`src/design/ccs_pkg.sv`:
```
`timescale 1ns / 1ps
// ----------------------------------------------------------------------------
// ccs_pkg
// Shared types and constants for the cocktail shaker sorter.
// ----------------------------------------------------------------------------
package ccs_pkg;

  localparam int DATA_W    = 32;
  localparam int DEPTH_DEF = 64;

  typedef enum logic [3:0] {
    ST_LOAD,
    ST_FWD_PRIME,
    ST_FWD_STEP,
    ST_FWD_LAST,
    ST_BWD_PRIME,
    ST_BWD_STEP,
    ST_BWD_LAST,
    ST_EMIT_RD,
    ST_EMIT_WAIT,
    ST_EMIT_HOLD
  } state_t;

  // result of one compare-exchange step
  typedef struct packed {
    logic signed [DATA_W-1:0] wr_data;
    logic signed [DATA_W-1:0] carry;
    logic                     swapped;
  } swap_res_t;

endpackage

```
`src/design/ccs_ram.sv`:
```
`timescale 1ns / 1ps
// ----------------------------------------------------------------------------
// ccs_ram
// Generic simple dual-port RAM, one write port, one registered read port.
// ----------------------------------------------------------------------------
module ccs_ram #(
  parameter int WIDTH = 32,
  parameter int DEPTH = 64
) (
  input  logic                     clk,
  input  logic                     we,
  input  logic [$clog2(DEPTH)-1:0] waddr,
  input  logic [WIDTH-1:0]         wdata,
  input  logic [$clog2(DEPTH)-1:0] raddr,
  output logic [WIDTH-1:0]         rdata
);

  logic [WIDTH-1:0] mem [DEPTH];

  always_ff @(posedge clk) begin
    if (we) begin
      mem[waddr] <= wdata;
    end
    rdata <= mem[raddr];
  end

endmodule

```
`src/design/ccs_swap.sv`:
```
`timescale 1ns / 1ps
// ----------------------------------------------------------------------------
// ccs_swap
// Shared compare-exchange unit. Compares the carried element against the
// element just fetched and decides what is written back and what moves on.
// ----------------------------------------------------------------------------
module ccs_swap (
  input  logic                                fwd,
  input  logic signed [ccs_pkg::DATA_W-1:0]   carry,
  input  logic signed [ccs_pkg::DATA_W-1:0]   fetched,
  output ccs_pkg::swap_res_t                  res
);

  import ccs_pkg::*;

  logic signed [DATA_W-1:0] low_val;
  logic signed [DATA_W-1:0] high_val;
  logic                     out_of_order;

  // forward: carry sits below the fetched entry, backward: above it
  assign low_val      = fwd ? carry : fetched;
  assign high_val     = fwd ? fetched : carry;
  assign out_of_order = low_val > high_val;

  always_comb begin
    res.swapped = out_of_order;
    res.wr_data = out_of_order ? fetched : carry;
    res.carry   = out_of_order ? carry : fetched;
  end

endmodule

```
`src/design/cocktail_shaker_sorter_top.sv`:
```
`timescale 1ns / 1ps
// ----------------------------------------------------------------------------
// cocktail_shaker_sorter_top
// Collects a set of signed values, sorts it ascending by cocktail shaker
// sort with one shared compare-exchange unit, then emits it in order.
//
//   channel | direction | handshake           | payload
//   --------+-----------+---------------------+--------------------------
//   in      | input     | in_valid / in_stall  | value, last
//   out     | output    | out_valid / out_stall| sorted_value, end_of_set
//
// loading accepts one transaction per cycle; in_stall is low only while loading
// a pass primes the carry, steps over its neighbor pairs and writes the carried
// element to the pass bound, all through the single RAM port pair
// emitting reads each result into sorted_value and holds it until out_stall is low
// reset returns to loading with an empty set; the store itself is not cleared
// ----------------------------------------------------------------------------
module cocktail_shaker_sorter_top #(
  parameter int DEPTH = ccs_pkg::DEPTH_DEF
) (
  input  logic                              clk,
  input  logic                              rst,
  input  logic                              in_valid,
  output logic                              in_stall,
  input  logic signed [ccs_pkg::DATA_W-1:0] value,
  input  logic                              last,
  output logic                              out_valid,
  input  logic                              out_stall,
  output logic signed [ccs_pkg::DATA_W-1:0] sorted_value,
  output logic                              end_of_set
);

  import ccs_pkg::*;

  localparam int AW = $clog2(DEPTH);
  localparam int CW = $clog2(DEPTH + 1);

  state_t                   state, state_next;
  logic [CW-1:0]            count, count_next;
  logic [AW-1:0]            lower_bound, lower_bound_next;
  logic [AW-1:0]            upper_bound, upper_bound_next;
  logic [AW-1:0]            idx, idx_next;
  logic [AW-1:0]            out_idx, out_idx_next;
  logic                     swap_seen, swap_seen_next;
  logic signed [DATA_W-1:0] carry, carry_next;
  logic                     out_valid_next;
  logic signed [DATA_W-1:0] sorted_value_next;
  logic                     end_of_set_next;

  logic                     we;
  logic [AW-1:0]            waddr;
  logic [DATA_W-1:0]        wdata;
  logic [AW-1:0]            raddr;
  logic [DATA_W-1:0]        rdata;
  swap_res_t                res;

  logic [CW-1:0]            count_inc;
  logic [AW-1:0]            idx_p1;
  logic [AW-1:0]            idx_m1;
  logic [AW-1:0]            upper_m1;
  logic [AW-1:0]            lower_p1;

  assign count_inc = count + CW'(1);
  assign idx_p1    = idx + AW'(1);
  assign idx_m1    = idx - AW'(1);
  assign upper_m1  = upper_bound - AW'(1);
  assign lower_p1  = lower_bound + AW'(1);
  assign in_stall  = (state != ST_LOAD);

  ccs_ram #(
    .WIDTH (DATA_W),
    .DEPTH (DEPTH)
  ) u_store (
    .clk   (clk),
    .we    (we),
    .waddr (waddr),
    .wdata (wdata),
    .raddr (raddr),
    .rdata (rdata)
  );

  ccs_swap u_swap (
    .fwd     (state == ST_FWD_STEP),
    .carry   (carry),
    .fetched ($signed(rdata)),
    .res     (res)
  );

  always_ff @(posedge clk) begin
    if (rst) begin
      state       <= ST_LOAD;
      count       <= '0;
      lower_bound <= '0;
      upper_bound <= '0;
      idx         <= '0;
      out_idx     <= '0;
      swap_seen   <= 1'b0;
      out_valid   <= 1'b0;
    end else begin
      state       <= state_next;
      count       <= count_next;
      lower_bound <= lower_bound_next;
      upper_bound <= upper_bound_next;
      idx         <= idx_next;
      out_idx     <= out_idx_next;
      swap_seen   <= swap_seen_next;
      out_valid   <= out_valid_next;
    end
  end

  always_ff @(posedge clk) begin
    carry        <= carry_next;
    sorted_value <= sorted_value_next;
    end_of_set   <= end_of_set_next;
  end

  always_comb begin
    state_next        = state;
    count_next        = count;
    lower_bound_next  = lower_bound;
    upper_bound_next  = upper_bound;
    idx_next          = idx;
    out_idx_next      = out_idx;
    swap_seen_next    = swap_seen;
    carry_next        = carry;
    out_valid_next    = out_valid;
    sorted_value_next = sorted_value;
    end_of_set_next   = end_of_set;
    we                = 1'b0;
    waddr             = idx;
    wdata             = carry;
    raddr             = '0;

    case (state)
      ST_LOAD: begin
        if (in_valid) begin
          we         = 1'b1;
          waddr      = count[AW-1:0];
          wdata      = value;
          count_next = count_inc;
          if (last || count_inc == CW'(DEPTH)) begin
            out_idx_next = '0;
            if (count == '0) begin
              state_next = ST_EMIT_RD;
            end else begin
              lower_bound_next = '0;
              upper_bound_next = count[AW-1:0];
              idx_next         = '0;
              raddr            = '0;
              state_next       = ST_FWD_PRIME;
            end
          end
        end
      end

      ST_FWD_PRIME: begin
        carry_next     = $signed(rdata);
        swap_seen_next = 1'b0;
        raddr          = idx_p1;
        state_next     = ST_FWD_STEP;
      end

      ST_FWD_STEP: begin
        we         = 1'b1;
        waddr      = idx;
        wdata      = res.wr_data;
        carry_next = res.carry;
        if (res.swapped) begin
          swap_seen_next = 1'b1;
        end
        if (idx_p1 != upper_bound) begin
          idx_next = idx_p1;
          raddr    = idx_p1 + AW'(1);
        end else begin
          state_next = ST_FWD_LAST;
        end
      end

      ST_FWD_LAST: begin
        // largest element lands on the upper bound
        we               = 1'b1;
        waddr            = upper_bound;
        wdata            = carry;
        upper_bound_next = upper_m1;
        if (!swap_seen || !(lower_bound < upper_m1)) begin
          state_next = ST_EMIT_RD;
        end else begin
          idx_next   = upper_m1;
          raddr      = upper_m1;
          state_next = ST_BWD_PRIME;
        end
      end

      ST_BWD_PRIME: begin
        carry_next     = $signed(rdata);
        swap_seen_next = 1'b0;
        raddr          = idx_m1;
        state_next     = ST_BWD_STEP;
      end

      ST_BWD_STEP: begin
        we         = 1'b1;
        waddr      = idx;
        wdata      = res.wr_data;
        carry_next = res.carry;
        if (res.swapped) begin
          swap_seen_next = 1'b1;
        end
        if (idx_m1 != lower_bound) begin
          idx_next = idx_m1;
          raddr    = idx_m1 - AW'(1);
        end else begin
          state_next = ST_BWD_LAST;
        end
      end

      ST_BWD_LAST: begin
        // smallest element lands on the lower bound
        we               = 1'b1;
        waddr            = lower_bound;
        wdata            = carry;
        lower_bound_next = lower_p1;
        if (!swap_seen || !(lower_p1 < upper_bound)) begin
          state_next = ST_EMIT_RD;
        end else begin
          idx_next   = lower_p1;
          raddr      = lower_p1;
          state_next = ST_FWD_PRIME;
        end
      end

      ST_EMIT_RD: begin
        raddr      = out_idx;
        state_next = ST_EMIT_WAIT;
      end

      ST_EMIT_WAIT: begin
        sorted_value_next = $signed(rdata);
        end_of_set_next   = (CW'(out_idx) == count - CW'(1));
        out_valid_next    = 1'b1;
        state_next        = ST_EMIT_HOLD;
      end

      ST_EMIT_HOLD: begin
        if (!out_stall) begin
          out_valid_next = 1'b0;
          if (end_of_set) begin
            count_next       = '0;
            lower_bound_next = '0;
            upper_bound_next = '0;
            swap_seen_next   = 1'b0;
            state_next       = ST_LOAD;
          end else begin
            out_idx_next = out_idx + AW'(1);
            raddr        = out_idx + AW'(1);
            state_next   = ST_EMIT_WAIT;
          end
        end
      end

      default: begin
        state_next = ST_LOAD;
      end
    endcase
  end

`ifndef NO_ASSERTIONS
  a_no_overlap: assert property (@(posedge clk) disable iff (rst)
    !in_stall |-> !out_valid)
    else $error("input taken while a result is pending");

  a_count_range: assert property (@(posedge clk) disable iff (rst)
    count <= CW'(DEPTH))
    else $error("element count beyond store depth");

  a_fwd_bounds: assert property (@(posedge clk) disable iff (rst)
    (state == ST_FWD_STEP || state == ST_BWD_STEP) |->
      (idx <= upper_bound && idx >= lower_bound && lower_bound < upper_bound))
    else $error("compare step outside pass bounds");

  a_set_close: assert property (@(posedge clk) disable iff (rst)
    (out_valid && !out_stall && end_of_set) |=> !in_stall)
    else $error("not ready for a new set after the final transaction");
`endif

endmodule

```
`config.mk`:
```
export PLATFORM = sky130hd
export DESIGN_NAME = cocktail_shaker_sorter_top
export DESIGN_NICKNAME = d
export VERILOG_FILES = /design/src/design/ccs_pkg.sv /design/src/design/ccs_ram.sv /design/src/design/ccs_swap.sv /design/src/design/cocktail_shaker_sorter_top.sv
export SDC_FILE = /design/constraint.sdc
export NUM_CORES = 2
export LEC_CHECK = 0
export BUFFER_PORTS_ARGS = -buffer_cell sky130_fd_sc_hd__buf_2
export CAP_MARGIN = 0
export CORE_MARGIN = 8
export CORE_UTILIZATION = 39
export DETAILED_ROUTE_END_ITERATION = 8
export HOLD_SLACK_MARGIN = 0.03
export PLACE_DENSITY = 0.62
export SYNTH_ARGS = -nofsm -noshare
export SYNTH_HDL_FRONTEND = slang
export SYNTH_HIERARCHICAL = 1
export SYNTH_SLANG_ARGS = --single-unit
```
`constraint.sdc`:
```
create_clock -name clk -period 5.4 [get_ports clk]
set_input_delay 1.08 -clock clk [delete_from_list [all_inputs] [get_ports clk]]
set_output_delay 1.08 -clock clk [all_outputs]
set_load 0.05 [all_outputs]
```
==> impl_metrics.csv <==
group,metric,value,unit
flow_run,max_cap_violations,0,
synth,syn_inst,4315,
synth,dominantRegCellSynth,"edfxtp_1",
setup_path,crit_fanout,63,
setup_path,r2r_end,"u_store/rdata[13]$_DFF_P_",
clocking,cts.clk_slew.worst_paths,0.06,ns
synth,synth_top_cell_by_area,"edfxtp_1",
setup_path,reg2reg_slack,0.19,ns
floorplanning,start_util,0.393,
timing,setup_tns,0,ns
timing,max_freq,0.192,GHz
floorplanning,core_area,0.222,mm2
clocking,cts_setup_buffers,0,
worst_hold_path,hold_class,"flop to flop",
timing,tightest_slew,0.937,ns
synth,synth-edff-count,2113,
global_route,grt_pass1_vias,44500,
timing,slew_viol_final,0,
synth,synth-seq-cells,2182,
setup_path,reg2reg_from,"lower_bound[0]$_SDFFE_PP0P_",
power,p_leak,31.3,nW
synth,async_flop_share,0,
timing,hold_ws,0.507,ns
run_status,outcome,"completed",
cells_and_area,syn_to_final_growth,15.1,%
detailed_routing,routed_via_density,5.89,
floorplanning,die_h,489,um
setup_path,crit_path_end_kind,"flop",
cells_and_area,stdcell_area,0.100,mm2
floorplanning,die_x,489,um
setup_path,reg2regPathDepth,18,
cells_and_area,drive_above_1_share,0.290,
placement,place.gp.congestion,0.891,
timing,finalWorstSetupSlack,0.186,ns
synth,synth.area.top_cells,"edfxtp_1 73%, mux4_2 14%, dfxtp_1 1.6%, mux2i_1 1.3%, nor2_1 0.83%",
global_route,grtUsageTotal,0.194,
setup_path,startpoint_type,"flop",
synth,ys_warn_count,6,
synth,ys_seq_area_frac,0.743,
floorplanning,top_level_ports,72,
timing,finalClockSkew,0.0432,ns
clocking,h-tree-depth,4,
global_route,gr-total-overflow,0,
power,ir_drop,0.586,mV
detailed_routing,antenna_left,0,
detailed_routing,wire_per_inst,30.5,um
timing,setup_viol,0,
floorplanning,rows,173,
global_route,grt_max_degree,65,
timing,relSlewSlack,0.374,
synth,yosysMostFrequentCell,"edfxtp_1",
power,p_per_area,687,mW/mm2
clocking,clk_latency,0.87,ns
clocking,cts.sinks,2182,
detailed_routing,drtIter0Drc,6404,
clocking,clockRootBuffer,"clkbuf_16",
synth,yosys.area.top_type_share,0.727,
detailed_routing,drc,0,
synth,synth.cell_area,0.0873,mm2
global_route,grt_pass1_wl,335000,um
setup_path,cp.required,6.17,ns
timing,period_needed,5.21,ns
synth,synth_nets,4375,
synth,synth_cell_types,99,
synth,synthTopCellsByCount,"2113 x edfxtp_1, 544 x mux4_2, 192 x nor2_1, 184 x nand2_1, 109 x mux2i_1",
timing,hold_violations,0,
worst_hold_path,min_from,"out_valid$_SDFFE_PP0P_",
global_route,antenna_found_initial,6,
placement,dp_hpwl,138000,um
worst_hold_path,min_path_cells,2,
synth,avgSynthCellArea,20.2,um2
detailed_routing,drt_pre_antenna_iters,9,
worst_hold_path,min_to,"out_valid$_SDFFE_PP0P_",
placement,port_buffers,71,
detailed_routing,routed_wl,238000,um
clocking,clockBufferDepth,3,
timing,fin_crit_sh,0.966,
floorplanning,dieArea,0.239,mm2
setup_path,worst-setup-path-type,"flop to flop",
detailed_routing,num_vias,45900,
timing,rsz0062_at_grt,"false",
clocking,numCtsBuffers,207,
placement,pre_cts_slack,0.0709,ns
clocking,cts_tree,"done",
setup_path,critPathArrivalTime,5.98,ns
cells_and_area,nNetsFinal,4682,
placement,postPlaceCellArea,0.0937,mm2
## layer usage
| layer | up-vias | share of wire | track usage |
|---|---|---|---|
| met3 | 335 | 0.090 | 0.0342 |
| met1 | 24600 | 0.41 | 0.278 |
| met5 | - | 0.000055 | 0 |
| met4 | 2 | 0.027 | 0.0497 |
| met2 | 2354 | 0.47 | 0.311 |
| li1 | 18500 | - | - |
## area by class of cell
| type | instances | area, um2 |
|---|---|---|
| Antenna cell | 3 | 7.51 |
| Clock buffer | 257 | 5510 |
| Clock inverter | 133 | 1240 |
| Fill cell | 18600 | 122000 |
| Inverter | 77 | 289 |
| Multi-Input combinational cell | 1814 | 21500 |
| Sequential cell | 2182 | 64800 |
| Tap cell | 2975 | 3720 |
| Timing Repair Buffer | 340 | 3360 |
## flip-flops by register name, summed over array words and instances, names as in the netlist
register / count
out_valid: 1
u_store/rdata: 32
swap_seen: 1
carry: 32
lower_bound: 6
sorted_value: 32
idx: 6
out_idx: 6
count: 7
upper_bound: 6
end_of_set: 1
state: 4
u_store/mem: 2048
## logic make-up after synthesis
kind of cell             after synthesis  share of synthesized area
AO/OA/AOI/OAI                        413                     0.0336
XOR/XNOR                              78                    0.00816
adder cells (fa/ha/maj)               44                    0.00575
buffers and inverters                319                     0.0173
flip-flops                          2182                      0.743
multiplexers                         708                      0.162
AND/OR/NAND/NOR                      571                     0.0309
## layout by cell type, fill, tap and decap left out, types with 16 or more instances in the layout
cell / instances
buf_4: 190
nor3_1: 19
nor2_4: 62
edfxtp_1: 2113
mux4_2: 544
nor2b_1: 30
nor2_1: 128
o221ai_1: 32
xnor2_1: 51
ha_1: 23
buf_12: 79
dfxtp_1: 69
nand3_1: 25
clkbuf_1: 36
inv_1: 42
a211oi_1: 21
a222oi_1: 39
nand2b_1: 29
clkbuf_16: 207
a21oi_1: 90
inv_2: 35
bufinv_16: 16
o21ai_0: 28
o22ai_1: 87
mux2_4: 37
xor2_1: 25
maj3_1: 18
buf_2: 71
mux2_2: 18
clkinv_2: 43
nand2_1: 183
clkinv_1: 48
mux2i_1: 109
## how the worst max path moves through the flow
stage / start / end
after global routing: upper_bound[2]$_SDFFE_PP0P_ / u_store/rdata[13]$_DFF_P_
final: lower_bound[0]$_SDFFE_PP0P_ / u_store/rdata[13]$_DFF_P_
after CTS: upper_bound[1]$_SDFFE_PP0P_ / u_store/rdata[5]$_DFF_P_
after global placement: upper_bound[2]$_SDFFE_PP0P_ / u_store/rdata[5]$_DFF_P_
after floorplan: state[1]$_SDFFE_PP0P_ / u_store/mem[0][16]$_DFFE_PP_
after detailed placement: upper_bound[1]$_SDFFE_PP0P_ / u_store/rdata[5]$_DFF_P_
## report_power, final
| part | leakage [nW] | internal [W] | switching [W] |
|---|---|---|---|
| clock | 3.28 | 0.00803 | 0.00638 |
| sequential | 19.7 | 0.0244 | 0.000957 |
| combinational | 8.39 | 0.0114 | 0.0178 |
## stage by stage
step                      power [W]  instances  utilization
after floorplan              0.0438       4315            -
after global placement       0.0544       7388        0.421
after detailed placement     0.0548       7388        0.421
after CTS                    0.0692       7778        0.452
after global routing         0.0716       7778        0.452
final                        0.0690       7781        0.452
## worst max-delay path: stages (launching register included)
cell and delay (ns):
dfxtp_1 0.60, ha_1 0.26, nand3_1 0.10, xnor2_1 0.17, ha_1 0.29, nand2_1 0.06
o2111ai_1 0.33, or2_2 0.24, nor2_1 0.06, a211oi_1 0.56, nand3_4 0.35, buf_12 0.34
nand2b_1 0.51, buf_4 0.32, o22ai_1 0.09, nor2_1 0.33, a21oi_1 0.15, buf_4 0.18
nor2_1 0.15
## what timing repair did
action | 4_1_cts | 5_1_grt
setup endpoints to repair | 0 | 9
resized for setup | 0 | 10
hold buffers | 0 | 0
Power figures use the tool's default switching activity.
